===== src/hdl/lsh_pkg.sv =====
// shared types, constants and step functions for the lod select hysteresis block
// no dependencies

package lsh_pkg;

    localparam int LOD_LEVELS_DEF = 4;
    localparam int CFG_IDX_W      = 3;
    localparam int CFG_DATA_W     = 48;
    localparam int QDEPTH         = 4;
    localparam int SQ_W           = 52;
    localparam int ROOT_W         = 26;
    localparam int REM_W          = 29;
    localparam int SQ_STEPS       = SQ_W / 2;
    localparam int DEN_W          = 42;
    localparam int DIV_W          = 58;
    localparam int FRAC_W         = 16;

    localparam logic [CFG_IDX_W-1:0] REG_CAM_X      = 3'd0;
    localparam logic [CFG_IDX_W-1:0] REG_CAM_Y      = 3'd1;
    localparam logic [CFG_IDX_W-1:0] REG_CAM_Z      = 3'd2;
    localparam logic [CFG_IDX_W-1:0] REG_TAN        = 3'd3;
    localparam logic [CFG_IDX_W-1:0] REG_FORCED     = 3'd4;
    localparam logic [CFG_IDX_W-1:0] REG_HYST       = 3'd5;
    localparam logic [CFG_IDX_W-1:0] REG_THRESHOLDS = 3'd6;

    typedef struct packed {
        logic signed [23:0] box_min_x;
        logic signed [23:0] box_min_y;
        logic signed [23:0] box_min_z;
        logic signed [23:0] box_max_x;
        logic signed [23:0] box_max_y;
        logic signed [23:0] box_max_z;
        logic [3:0]         level_count;
        logic [3:0]         prev_level;
    } t_in_word;

    typedef struct packed {
        logic [3:0] level;
        logic       cache_write;
    } t_out_word;

    typedef struct packed {
        logic signed [23:0] cam_x;
        logic signed [23:0] cam_y;
        logic signed [23:0] cam_z;
        logic [15:0]        tan_half_fov;
        logic signed [4:0]  forced_level;
        logic [15:0]        hysteresis;
        logic [47:0]        level_thresholds;
    } t_cfg;

    typedef struct packed {
        logic       use_calc;
        logic [3:0] lvl_fixed;
        logic       wr_fixed;
        logic [3:0] count;
        logic [3:0] prev;
    } t_meta;

    typedef struct packed {
        t_meta       meta;
        logic [23:0] dx;
        logic [23:0] dy;
        logic [23:0] dz;
        logic [25:0] ex;
        logic [25:0] ey;
        logic [25:0] ez;
    } t_qword;

    typedef struct packed {
        logic [SQ_W-1:0]   rad;
        logic [REM_W-1:0]  rem;
        logic [ROOT_W-1:0] root;
    } t_sqrt;

    typedef struct packed {
        logic [DIV_W-1:0]  rem;
        logic [DIV_W-1:0]  dsh;
        logic [FRAC_W-1:0] q;
    } t_div;

    // one result bit of the integer square root
    function automatic t_sqrt sqrt_step(input t_sqrt s);
        logic [REM_W-1:0] cur;
        logic [REM_W-1:0] trial;
        t_sqrt            o;
        cur   = {s.rem[REM_W-3:0], s.rad[SQ_W-1:SQ_W-2]};
        trial = {1'b0, s.root, 2'b01};
        o.rad = {s.rad[SQ_W-3:0], 2'b00};
        if (cur >= trial) begin
            o.rem  = cur - trial;
            o.root = {s.root[ROOT_W-2:0], 1'b1};
        end else begin
            o.rem  = cur;
            o.root = {s.root[ROOT_W-2:0], 1'b0};
        end
        return o;
    endfunction

    // one quotient bit of restoring division
    function automatic t_div div_step(input t_div s);
        logic ge;
        t_div o;
        ge    = (s.rem >= s.dsh);
        o.rem = ge ? (s.rem - s.dsh) : s.rem;
        o.dsh = s.dsh >> 1;
        o.q   = {s.q[FRAC_W-2:0], ge};
        return o;
    endfunction

endpackage


===== src/hdl/lsh_queue.sv =====
// short queue between front end and back end
// depends on lsh_pkg

module lsh_queue (
    input  logic            i_clk,
    input  logic            i_rst_n,
    input  logic            i_push_valid,
    output logic            o_push_ready,
    input  lsh_pkg::t_qword i_push_word,
    output logic            o_pop_valid,
    input  logic            i_pop_ready,
    output lsh_pkg::t_qword o_pop_word
);

    localparam int PTR_W = $clog2(lsh_pkg::QDEPTH);

    lsh_pkg::t_qword     r_mem [0:lsh_pkg::QDEPTH-1];
    logic [PTR_W-1:0]    r_wr_ptr;
    logic [PTR_W-1:0]    r_rd_ptr;
    logic [PTR_W:0]      r_count;
    logic                push;
    logic                pop;

    assign o_push_ready = (r_count != (PTR_W+1)'(lsh_pkg::QDEPTH));
    assign o_pop_valid  = (r_count != '0);
    assign o_pop_word   = r_mem[r_rd_ptr];
    assign push         = i_push_valid && o_push_ready;
    assign pop          = o_pop_valid && i_pop_ready;

    always_ff @(posedge i_clk) begin
        if (push) begin
            r_mem[r_wr_ptr] <= i_push_word;
        end
    end

    always_ff @(posedge i_clk) begin
        if (!i_rst_n) begin
            r_wr_ptr <= '0;
            r_rd_ptr <= '0;
            r_count  <= '0;
        end else begin
            if (push) begin
                r_wr_ptr <= r_wr_ptr + PTR_W'(1);
            end
            if (pop) begin
                r_rd_ptr <= r_rd_ptr + PTR_W'(1);
            end
            if (push && !pop) begin
                r_count <= r_count + (PTR_W+1)'(1);
            end else if (pop && !push) begin
                r_count <= r_count - (PTR_W+1)'(1);
            end
        end
    end

endmodule


===== config.mk =====
export PLATFORM = sky130hd
export DESIGN_NAME = lsh_queue
export DESIGN_NICKNAME = d
export VERILOG_FILES = /design/src/hdl/lsh_pkg.sv /design/src/hdl/lsh_queue.sv
export SDC_FILE = /design/constraint.sdc
export NUM_CORES = 1
export LEC_CHECK = 0
export ABC_AREA = 1
export BUFFER_PORTS_ARGS = -buffer_cell sky130_fd_sc_hd__buf_2
export CORE_ASPECT_RATIO = 2
export CORE_UTILIZATION = 52
export DETAILED_ROUTE_END_ITERATION = 12
export GPL_TIMING_DRIVEN = 1
export HOLD_SLACK_MARGIN = 0.06
export PLACE_DENSITY = 0.76
export SLEW_MARGIN = 20
export SYNTH_ARGS = -nofsm -noshare
export SYNTH_HDL_FRONTEND = slang
export SYNTH_SLANG_ARGS = --single-unit

===== constraint.sdc =====
create_clock -name i_clk -period 8.38 [get_ports i_clk]
set_clock_uncertainty 0.2 [all_clocks]
set_input_delay 0 -clock i_clk [delete_from_list [all_inputs] [get_ports i_clk]]
set_output_delay 0 -clock i_clk [all_outputs]
set_load 0.03 [all_outputs]

==> flow_metrics.py <==
metrics = {
    "place": {
        "dp_hpwl_um": 32080,
        "post-place-cells": 2527,
        "port_buffers": 333,
        "gp_congestion": 0.7761,
        "dpl_worst_slack_ns": 4.832,
        "dpl_cell_area_mm2": 0.02675,
    },
    "worst_setup_path": {
        "reg2reg_depth": 6,
        "path_class": "flop to output pin",
        "slowest_stage": "dfxtp_4",
        "crit_required_ns": 8.18,
        "crit_fanout": 91,
        "cp.buffers_inverters": 3,
        "critPathLaunchType": "flop",
        "rrSetupSlack_ns": 5.15,
        "critPathCaptureType": "output pin",
        "crit_chain": "buf_4 > buf_4 > o21ai_0 > o22ai_1 > buf_2",
        "reg2reg_to": "r_mem[1][106]",
        "slowest_delay_ns": 0.88,
        "critPathMostFrequentCell": "buf_4",
        "timing.rr.start": "r_count[0]",
        "cp_top_family": "buffers and inverters",
        "worstPathArrival_ns": 4.14,
    },
    "global_route": {
        "grt.busiest_layer": "met2",
        "use_met1": 0.2749,
        "globalRouteMet3Util": 0.04917,
        "grt_max_degree": 238,
        "antenna_found_initial": 8,
        "grt_overflow": 0,
        "grt_pass1_vias": 17830,
        "use_met2": 0.4612,
        "grt_first_pass_wirelength_um": 93920,
        "grt.total_usage": 0.2577,
    },
    "yosys": {
        "synth_compound_area_frac": 0.1092,
        "yosys.area.top_type": "edfxtp_1",
        "synth_top_family_by_area": "compound AO/OA/AOI/OAI gates",
        "ys_seq_elements": 665,
        "syn_inst": 1654,
        "synth_fp_nets": 1828,
        "yosys.area_share.simple": 0.05556,
        "synthAdderAreaFrac": 0.003355,
        "muxShareOfSynthArea": 0,
        "ys_top_cells_by_area": "edfxtp_1, nor2_1, o22ai_1",
        "synth_top_area_share": 0.8004,
        "avgSynthCellArea_um2": 14.88,
        "syn-cell-area_mm2": 0.02461,
        "ys_types": 20,
        "synth_xor_area_frac": 0.0003559,
        "yosysWarnings": 0,
        "yosysSeqAreaShare": 0.8077,
    },
    "hold_path": {
        "hp-class": "primary input to flop",
        "holdPathEnd": "r_rd_ptr[0]",
        "hold_start": "i_pop_ready",
        "hold_path_depth": 4,
    },
    "clocking": {
        "root_buffer": "clkbuf_16",
        "ctsResizeCount": 0,
        "clock_latency_ns": 0.58,
        "tritoncts": "done",
        "clock_sinks": 665,
        "cts_buffers": 53,
        "htree_levels": 2,
        "cts_max_path_buffers": 3,
        "clkTransAtPathRegs_ns": 0.07,
    },
    "floorplan": {
        "num_io_pins": 334,
        "die_x_um": 155.8,
        "dieArea_mm2": 0.04826,
        "rows": 112,
        "die_h_um": 309.7,
        "initial_utilization": 0.5274,
        "core-area_mm2": 0.04666,
    },
    "sta": {
        "fin_crit_ns": 4.342,
        "setup_slack_ns": 4.038,
        "hold_ws_ns": 0.1007,
        "drv_slew": 0,
        "tightest_slew_ns": 1.089,
        "rsz0062_at_grt": "no",
        "setup_tns_ns": 0,
        "max_freq_mhz": 230.3,
        "setup_viol": 0,
        "finalHoldViolations": 0,
        "slew_headroom": 0.2737,
        "fin_crit_sh": 0.5181,
    },
    "finish": {
        "fill_cells": 2985,
        "fin_area_mm2": 0.03193,
        "layout-drive-gt1-share": 0.1881,
        "areaGrowthSynthToFinish_pct": 29.74,
        "final_net_count": 2465,
        "fin_cells": 2969,
    },
    "pwr": {
        "pwr-share-comb": 0.297,
        "sw_frac_of_total": 0.3503,
        "seqPwrFrac": 0.433,
        "ir_worst_vdd_mv": 0.2976,
        "intPower_mw": 6.256,
        "switching_power_mw": 3.372,
        "p_leak_nw": 11.27,
        "clockPowerShare": 0.269,
        "power.density_mw_per_mm2": 301.5,
    },
    "detailed_routing": {
        "drt-initial-drc-count": 1578,
        "viasPerCell": 5.749,
        "drc": 0,
        "ant_nets": 0,
        "via_count": 17070,
        "drtPass1Iterations": 6,
        "wl_per_cell_um": 21.51,
        "routed_wl_um": 63850,
    },
    "run_status": {
        "status": "completed",
    },
    "run": {
        "drv_cap": 0,
    },
}
[tightest hold or removal path, cell delays in order]
cell,delay (ns)
dlygate4sd3_1,0.53
buf_2,0.14
nand3_1,0.11
a21oi_1,0.07
[routing by layer]
layer  vias to the layer above  part of all wire
met5                         -                 0
met4                         0             0.056
met3                       240             0.075
met2                       897              0.52
met1                      8393              0.35
li1                       7539                 -
[metrics by stage]
step / total power, mW / util
after global routing: 9.962 / 0.6843
after floorplan: 6.123 / -
after CTS: 9.588 / 0.6839
after detailed placement: 6.911 / 0.5732
after global placement: 6.830 / 0.5732
final: 9.628 / 0.6843
[registers in the layout, indices dropped and copies added, names as in the netlist, named ones only]
register	cells
r_count	3
r_mem	656
r_rd_ptr	2
r_wr_ptr	2
[cells in the final DEF, fill, tap and decap left out, drive strengths merged, types with 8 or more instances in the layout]
cell / Yosys / layout
nor2: 342 / 342
clkbuf: 51 / 62
inv: 16 / 15
o21ai: 329 / 329
edfxtp: 656 / 656
clkinv: 0 / 23
dlygate4sd3: 0 / 336
nand2: 15 / 15
diode: 0 / 8
bufinv: 0 / 9
buf: 57 / 354
o22ai: 164 / 164
dfxtp: 9 / 9
[timing repair]
item | in CTS | in global routing
buffers inserted | 0 | 0
endpoints found under the hold margin | 665 | 0
hold buffers | 336 | 0
[power groups by stage]
stage / clock, mW / sequential [mW] / combinational, mW
2_1_floorplan: 0 / 4.26 / 1.86
3_3_place_gp: 0 / 4.21 / 2.62
3_5_place_dp: 0 / 4.23 / 2.68
4_1_cts: 2.61 / 4.16 / 2.82
5_1_grt: 2.74 / 4.19 / 3.03
6_report: 2.59 / 4.17 / 2.86
[synth_stat cells]
master,number
a21oi_1,3
buf_2,48
buf_4,6
buf_6,3
clkbuf_1,40
clkbuf_2,11
dfxtp_1,9
edfxtp_1,656
fa_1,1
ha_1,5
inv_1,15
inv_4,1
nand2_1,15
nand3_1,4
nand3b_1,1
nor2_1,342
o21ai_0,160
o21ai_1,169
o22ai_1,164
xor2_1,1
[area by class of cell]
type / instances / area [um2] / share of cell area
inverters: 16 / 75.07 / 0.002351
flip-flops and latches: 665 / 19890 / 0.6228
well taps: 627 / 784.5 / 0.02457
multi-input cells: 865 / 4177 / 0.1308
repair buffers: 690 / 5187 / 0.1625
clock inverters: 36 / 420.4 / 0.01317
diodes: 8 / 20.02 / 0.0006269
clock buffers: 62 / 1381 / 0.04326
[worst max path at each step]
stage / to / slack, ns / cells past startpoint / from
2_1_floorplan: r_mem[0][0] / -0.22 / 4 / r_count[0]
3_3_place_gp: o_pop_word[80] / 4.91 / 5 / flop
5_1_grt: o_pop_word[70] / 3.80 / 5 / flop
3_5_place_dp: o_pop_word[80] / 4.83 / 5 / flop
4_1_cts: o_pop_word[39] / 4.17 / 5 / flop
6_report: o_pop_word[70] / 4.04 / 5 / flop
[cells by family after synthesis]
| kind of cell | Yosys count |
|---|---|
| flops | 665 |
| compound gates | 496 |
| simple gates | 362 |
| buf+inv | 124 |
| fa+ha+maj | 6 |
| xor+xnor | 1 |
(Power assumes the default switching activity.)
