File: config.mk
export PLATFORM = sky130hd
export DESIGN_NAME = lsh_front
export DESIGN_NICKNAME = d
export VERILOG_FILES = /design/src/hdl/lsh_pkg.sv /design/src/hdl/lsh_front.sv
export SDC_FILE = /design/constraint.sdc
export NUM_CORES = 1
export LEC_CHECK = 0
export BUFFER_PORTS_ARGS = -buffer_cell sky130_fd_sc_hd__clkbuf_2
export CORE_AREA = 2 2 209 211
export DETAILED_ROUTE_END_ITERATION = 8
export DIE_AREA = 0 0 211 213
export PLACE_DENSITY = 0.78
export SLEW_MARGIN = 0
export SYNTH_ARGS = -nofsm -noshare
export SYNTH_HDL_FRONTEND = slang
export SYNTH_SLANG_ARGS = --single-unit
File: constraint.sdc
create_clock -name i_clk -period 18.4 [get_ports i_clk]
set_clock_uncertainty 0.2 [all_clocks]
set_input_delay 3.68 -clock i_clk [delete_from_list [all_inputs] [get_ports i_clk]]
set_output_delay 3.68 -clock i_clk [all_outputs]
set_load 0.03 [all_outputs]
File: src/hdl/lsh_pkg.sv
// shared types, constants and step functions for the lod select hysteresis block
// no dependencies

package lsh_pkg;

    localparam int LOD_LEVELS_DEF = 4;
    localparam int CFG_IDX_W      = 3;
    localparam int CFG_DATA_W     = 48;
    localparam int QDEPTH         = 4;
    localparam int SQ_W           = 52;
    localparam int ROOT_W         = 26;
    localparam int REM_W          = 29;
    localparam int SQ_STEPS       = SQ_W / 2;
    localparam int DEN_W          = 42;
    localparam int DIV_W          = 58;
    localparam int FRAC_W         = 16;

    localparam logic [CFG_IDX_W-1:0] REG_CAM_X      = 3'd0;
    localparam logic [CFG_IDX_W-1:0] REG_CAM_Y      = 3'd1;
    localparam logic [CFG_IDX_W-1:0] REG_CAM_Z      = 3'd2;
    localparam logic [CFG_IDX_W-1:0] REG_TAN        = 3'd3;
    localparam logic [CFG_IDX_W-1:0] REG_FORCED     = 3'd4;
    localparam logic [CFG_IDX_W-1:0] REG_HYST       = 3'd5;
    localparam logic [CFG_IDX_W-1:0] REG_THRESHOLDS = 3'd6;

    typedef struct packed {
        logic signed [23:0] box_min_x;
        logic signed [23:0] box_min_y;
        logic signed [23:0] box_min_z;
        logic signed [23:0] box_max_x;
        logic signed [23:0] box_max_y;
        logic signed [23:0] box_max_z;
        logic [3:0]         level_count;
        logic [3:0]         prev_level;
    } t_in_word;

    typedef struct packed {
        logic [3:0] level;
        logic       cache_write;
    } t_out_word;

    typedef struct packed {
        logic signed [23:0] cam_x;
        logic signed [23:0] cam_y;
        logic signed [23:0] cam_z;
        logic [15:0]        tan_half_fov;
        logic signed [4:0]  forced_level;
        logic [15:0]        hysteresis;
        logic [47:0]        level_thresholds;
    } t_cfg;

    typedef struct packed {
        logic       use_calc;
        logic [3:0] lvl_fixed;
        logic       wr_fixed;
        logic [3:0] count;
        logic [3:0] prev;
    } t_meta;

    typedef struct packed {
        t_meta       meta;
        logic [23:0] dx;
        logic [23:0] dy;
        logic [23:0] dz;
        logic [25:0] ex;
        logic [25:0] ey;
        logic [25:0] ez;
    } t_qword;

    typedef struct packed {
        logic [SQ_W-1:0]   rad;
        logic [REM_W-1:0]  rem;
        logic [ROOT_W-1:0] root;
    } t_sqrt;

    typedef struct packed {
        logic [DIV_W-1:0]  rem;
        logic [DIV_W-1:0]  dsh;
        logic [FRAC_W-1:0] q;
    } t_div;

    // one result bit of the integer square root
    function automatic t_sqrt sqrt_step(input t_sqrt s);
        logic [REM_W-1:0] cur;
        logic [REM_W-1:0] trial;
        t_sqrt            o;
        cur   = {s.rem[REM_W-3:0], s.rad[SQ_W-1:SQ_W-2]};
        trial = {1'b0, s.root, 2'b01};
        o.rad = {s.rad[SQ_W-3:0], 2'b00};
        if (cur >= trial) begin
            o.rem  = cur - trial;
            o.root = {s.root[ROOT_W-2:0], 1'b1};
        end else begin
            o.rem  = cur;
            o.root = {s.root[ROOT_W-2:0], 1'b0};
        end
        return o;
    endfunction

    // one quotient bit of restoring division
    function automatic t_div div_step(input t_div s);
        logic ge;
        t_div o;
        ge    = (s.rem >= s.dsh);
        o.rem = ge ? (s.rem - s.dsh) : s.rem;
        o.dsh = s.dsh >> 1;
        o.q   = {s.q[FRAC_W-2:0], ge};
        return o;
    endfunction

endpackage

File: src/hdl/lsh_front.sv
// front end: configuration registers, input word classification and corner differences
// depends on lsh_pkg

module lsh_front (
    input  logic                             i_clk,
    input  logic                             i_rst_n,
    input  logic                             i_cfg_we,
    input  logic [lsh_pkg::CFG_IDX_W-1:0]    i_cfg_index,
    input  logic [lsh_pkg::CFG_DATA_W-1:0]   i_cfg_data,
    input  logic                             i_in_valid,
    output logic                             o_in_ready,
    input  lsh_pkg::t_in_word                i_in_word,
    output logic                             o_push_valid,
    input  logic                             i_push_ready,
    output lsh_pkg::t_qword                  o_push_word,
    output lsh_pkg::t_cfg                    o_cfg
);

    lsh_pkg::t_cfg r_cfg;

    always_ff @(posedge i_clk) begin
        if (!i_rst_n) begin
            r_cfg.cam_x            <= '0;
            r_cfg.cam_y            <= '0;
            r_cfg.cam_z            <= '0;
            r_cfg.tan_half_fov     <= 16'd4096;
            r_cfg.forced_level     <= 5'h1F;
            r_cfg.hysteresis       <= '0;
            r_cfg.level_thresholds <= '0;
        end else if (i_cfg_we) begin
            case (i_cfg_index)
                lsh_pkg::REG_CAM_X:      r_cfg.cam_x            <= i_cfg_data[23:0];
                lsh_pkg::REG_CAM_Y:      r_cfg.cam_y            <= i_cfg_data[23:0];
                lsh_pkg::REG_CAM_Z:      r_cfg.cam_z            <= i_cfg_data[23:0];
                lsh_pkg::REG_TAN:        r_cfg.tan_half_fov     <= i_cfg_data[15:0];
                lsh_pkg::REG_FORCED:     r_cfg.forced_level     <= i_cfg_data[4:0];
                lsh_pkg::REG_HYST:       r_cfg.hysteresis       <= i_cfg_data[15:0];
                lsh_pkg::REG_THRESHOLDS: r_cfg.level_thresholds <= i_cfg_data[47:0];
                default: ;
            endcase
        end
    end

    assign o_cfg = r_cfg;

    function automatic logic [23:0] mag_d(input logic [23:0] mn, input logic [23:0] mx);
        logic [24:0] d;
        d = {mx[23], mx} - {mn[23], mn};
        if (d[24]) begin
            d = -d;
        end
        return d[23:0];
    endfunction

    function automatic logic [25:0] mag_e(input logic [23:0] mn, input logic [23:0] mx,
                                          input logic [23:0] c);
        logic [26:0] e;
        e = {{3{mn[23]}}, mn} + {{3{mx[23]}}, mx} - {{2{c[23]}}, c, 1'b0};
        if (e[26]) begin
            e = -e;
        end
        return e[25:0];
    endfunction

    lsh_pkg::t_meta meta;
    logic [3:0]     cnt_m1;

    always_comb begin
        cnt_m1        = i_in_word.level_count - 4'd1;
        meta.count    = i_in_word.level_count;
        meta.prev     = i_in_word.prev_level;
        if (!r_cfg.forced_level[4]) begin
            meta.use_calc = 1'b0;
            meta.wr_fixed = 1'b1;
            if (i_in_word.level_count == 4'd0) begin
                meta.lvl_fixed = 4'd0;
            end else if (r_cfg.forced_level[3:0] < cnt_m1) begin
                meta.lvl_fixed = r_cfg.forced_level[3:0];
            end else begin
                meta.lvl_fixed = cnt_m1;
            end
        end else begin
            meta.use_calc  = (i_in_word.level_count > 4'd1);
            meta.wr_fixed  = 1'b0;
            meta.lvl_fixed = 4'd0;
        end
    end

    assign o_push_word.meta = meta;
    assign o_push_word.dx   = mag_d(i_in_word.box_min_x, i_in_word.box_max_x);
    assign o_push_word.dy   = mag_d(i_in_word.box_min_y, i_in_word.box_max_y);
    assign o_push_word.dz   = mag_d(i_in_word.box_min_z, i_in_word.box_max_z);
    assign o_push_word.ex   = mag_e(i_in_word.box_min_x, i_in_word.box_max_x, r_cfg.cam_x);
    assign o_push_word.ey   = mag_e(i_in_word.box_min_y, i_in_word.box_max_y, r_cfg.cam_y);
    assign o_push_word.ez   = mag_e(i_in_word.box_min_z, i_in_word.box_max_z, r_cfg.cam_z);

    assign o_push_valid = i_in_valid;
    assign o_in_ready   = i_push_ready;

endmodule

==> qor_table.md <==
| Metric | Reported |
|:---|:---|
| FF+latch area | 0.003143 mm2 |
| Element type at the critical path end | primary output |
| Clock sink count | 157 |
| Total setup violations reported at the end of the flow | 0 |
| Initial drt markers | 1553 |
| Number of levels the H-tree was split into | 4 |
| Measured slew at the worst slew-check pin | 1.122 ns |
| Total Nets Final | 3590 |
| Crit share post-route | 64.89% |
| Number of placed instances, taps included | 3676 |
| Cell Chain, Critical Path | clkbuf_2 -> inv_1 -> fa_1 -> inv_1 -> ha_1 -> nor2b_1 -> o21bai_1 -> a311o_1 -> o21ba_2 -> or3_1 -> a311oi_1 -> xor2_1 -> or2_2 -> or4_1 -> nor4b_1 -> clkbuf_2 |
| Stage delay of the slowest cell on the critical path | 0.53 ns |
| Post-Synthesis Cells | 2700 |
| Remaining design rule violation count | 0 |
| Share of final-layout standard cells stronger than drive strength 1 | 19.11% |
| Layout overhead on the synthesized area | 18.25% |
| Area of the placeable core | 0.04270 mm2 |
| All-Layer GR Usage | 29.60% |
| Min cycle time layout | 11.94 ns |
| Total wire length after detailed routing | 68410 um |
| Post-CTS setup buffer count | 0 |
| Clock tree from TritonCTS | done |
| Leakage power total | 0.01111 uW |
| Count of buffers from port buffering | 518 |
| Category of the critical setup timing path | input port to primary output |
| Synthesized area | 0.01964 mm2 |
| Critical path required time | 14.52 ns |
| Synth Register Bits | 157 |
| Drt pass-1 iters | 6 |
| Cts bufs inserted | 17 |
| Worst IR Drop VDD | 113.1 uV |
| Power Density | 97.42 mW/mm2 |
| Worst EP arrival | 8.06 ns |
| Mean cell area of the mapped netlist | 7.275 um2 |
| Critical path fanouts, max | 5 |
| Root Buffer Master | clkbuf_16 |
| Capture point of the worst path | o_push_word[51] |
| Gp weighted congestion | 0.9840 |
| Starting Density | 46.01% |
| Fraction of the yosys area taken by sequential cells | 16.00% |
| Final-layout setup total negative slack | 0 ns |
| Slowest cell on the critical path | fa_1 |
| Final instance area | 0.02323 mm2 |
| Cells resized by post-CTS repair | 0 |
| Ys flop type | dfxtp_1 |
| Post-detailed-placement half-perimeter wirelength | 55790 um |
| Power consumption | 2263 uW |
| Register clock-pin slew on the reported worst setup and hold paths | 0.06 ns |
| Min-delay worst type | flip-flop to flip-flop |
| Most numerous cell types in the synthesized netlist | 436 x nand2_1, 353 x inv_1, 168 x xnor2_1 |
| Count of vias placed by the detailed router | 20501 |
| Yosys warning total | 0 |
| Number of global-route vias before repair | 18938 |
| Crit start category | input port |
| Max reg flops | 157 |
| Post-synth cell types | 95 |
| Timing-limited maximum frequency | 83.75 MHz |
| Number of maximum-capacitance constraint violations | 0 |
| Number of cells traversed by the worst register-to-register path | 2 |
| Synth Net Count | 3141 |
| Slack of the worst reg-to-reg path | 17.36 ns |
| Remaining global-route overflow | 0 |
| Antenna violations before repair | 8 |
| Detailed-route vias per instance | 5.521 |
| Multi-input gate area | 0.01478 mm2 |
| Proportion of netlist area held by the largest area contributor | 16.00% |
| Vertical die dimension | 213 um |
| Final hold violation count | 0 |
| Number of synthesized flops with an enable pin | 0 |
| Total number of placement rows | 76 |
| Unrepaired setup endpoints after global routing | false |
| Width of the die | 211 um |
| Capture point of the worst reg-to-reg path | o_cfg[139]$_SDFFE_PN0P_ |
| Post-route antenna net violation count | 0 |
| Die area | 0.04494 mm2 |
| Total of fill cells in the finished design | 4176 |
| Worst slew margin relative to its limit | 24.83% |
| Most frequent cell after synthesis | nand2_1 |
| Critical R2R Launch | o_cfg[139]$_SDFFE_PN0P_ |
| Top post-synthesis cells by area | dfxtp_1 16%, ha_1 10%, nand2_1 8.3%, fa_1 7.6%, xnor2_1 7.5% |
| Worst-skew pair later-pin latency | 0.43 ns |
| Post-detailed-route wirelength per cell | 18.42 um |
| Post-CTS Hold Buffers | 0 |
| Share of synthesized registers carrying an async set or reset | 0% |
| Pin count of the biggest net entering global routing | 84 |
| Dpl cell area | 0.02260 mm2 |
| Worst setup path start | i_in_word[34] |
| Number of buffers on the longest clock path | 2 |
| First-pass GRT wire length | 104100 um |
| Final slew viol count | 0 |
| Result of the run | finished clean |
| Synth area leader | dfxtp_1 |
| Non-filler cells, final | 3713 |
| Boundary Pins | 531 |
cells in the final DEF (no fill, tap or decap), types with 14 or more instances in the layout:
cell and count:
clkbuf_2 517, nand2_1 436, inv_1 353, xnor2_1 167
a21oi_1 167, ha_1 158, dfxtp_1 157, a21boi_0 154
nor2_1 147, o21ai_0 103, xor2_1 86, fa_1 75
a21o_1 55, nand3_1 39, a31oi_1 39, nor3_1 36
and3_1 29, nor2b_1 26, o21a_1 25, nand2b_1 24
or3_1 24, and2_1 23, o211ai_1 22, nand4_1 17
clkbuf_16 17, a211oi_1 15, o21bai_1 14, mux2i_1 14
worst max-delay path, delay by kind of cell:
kind            cells  cell delay, ns
xor+xnor            1            0.18
buf+inv             4            0.44
compound gates      4            1.17
simple gates        5            1.72
fa+ha+maj           2            0.85
per-layer routing:
| layer | vias to the layer above | global-route usage [%] | wire, um |
|---|---|---|---|
| met5 | - | 0 | 13 |
| met4 | 2 | 11.80 | 2379 |
| met3 | 129 | 4.324 | 4915 |
| met2 | 874 | 48.36 | 31210 |
| met1 | 9467 | 39.33 | 29880 |
| li1 | 10029 | - | - |
kinds of logic after synthesis:
family,count (synthesis),synth area share (%)
AO/OA/AOI/OAI,704,24.15
flip-flops,157,16.00
XOR/XNOR,255,11.41
AND/OR/NAND/NOR,885,21.09
buffers and inverters,451,8.879
adder cells (fa/ha/maj),233,17.71
multiplexers,15,0.7707
how the worst min path moves through the flow:
| stage | slack [ns] | cells after the start | from | to |
|---|---|---|---|---|
| 2_1_floorplan | 0.39 | 2 | o_cfg[41]$_SDFFE_PN0P_ | o_cfg[41]$_SDFFE_PN0P_ |
| 3_3_place_gp | 0.25 | 2 | o_cfg[16]$_SDFFE_PN0P_ | o_cfg[16]$_SDFFE_PN0P_ |
| 3_5_place_dp | 0.26 | 2 | o_cfg[35]$_SDFFE_PN0P_ | o_cfg[35]$_SDFFE_PN0P_ |
| 4_1_cts | 0.27 | 2 | o_cfg[38]$_SDFFE_PN0P_ | o_cfg[38]$_SDFFE_PN0P_ |
| 5_1_grt | 0.28 | 2 | o_cfg[38]$_SDFFE_PN0P_ | o_cfg[38]$_SDFFE_PN0P_ |
| 6_report | 0.26 | 2 | o_cfg[22]$_SDFFE_PN0P_ | o_cfg[22]$_SDFFE_PN0P_ |
final cells by class:
| cell class | count | share of cell area [%] |
|---|---|---|
| Multi-Input combinational cell | 2092 | 63.64 |
| Sequential cell | 157 | 13.53 |
| Timing Repair Buffer | 528 | 11.49 |
| Inverter | 353 | 5.704 |
| Tap cell | 546 | 2.941 |
| Clock buffer | 17 | 1.831 |
| Clock inverter | 13 | 0.7864 |
| Antenna cell | 7 | 0.07541 |
report_power, final:
part	leakage (uW)	switching [uW]	total, uW	internal, uW
clock network	0.000293	160	376	217
registers	0.00127	7.77	355	347
logic	0.00955	1030	1530	501
total	0.0111	1200	2260	1060
through the flow:
step           setup slack, ns  utilization, %  hold WS [ns]
6_report                 6.460           54.40        0.2637
4_1_cts                  6.508           54.36        0.2662
2_1_floorplan            6.375               -        0.3893
3_5_place_dp             6.511           52.94        0.2567
3_3_place_gp             6.595           52.94        0.2502
5_1_grt                  6.228           54.40        0.2840
No activity file was read; power rests on OpenSTA's default activity.
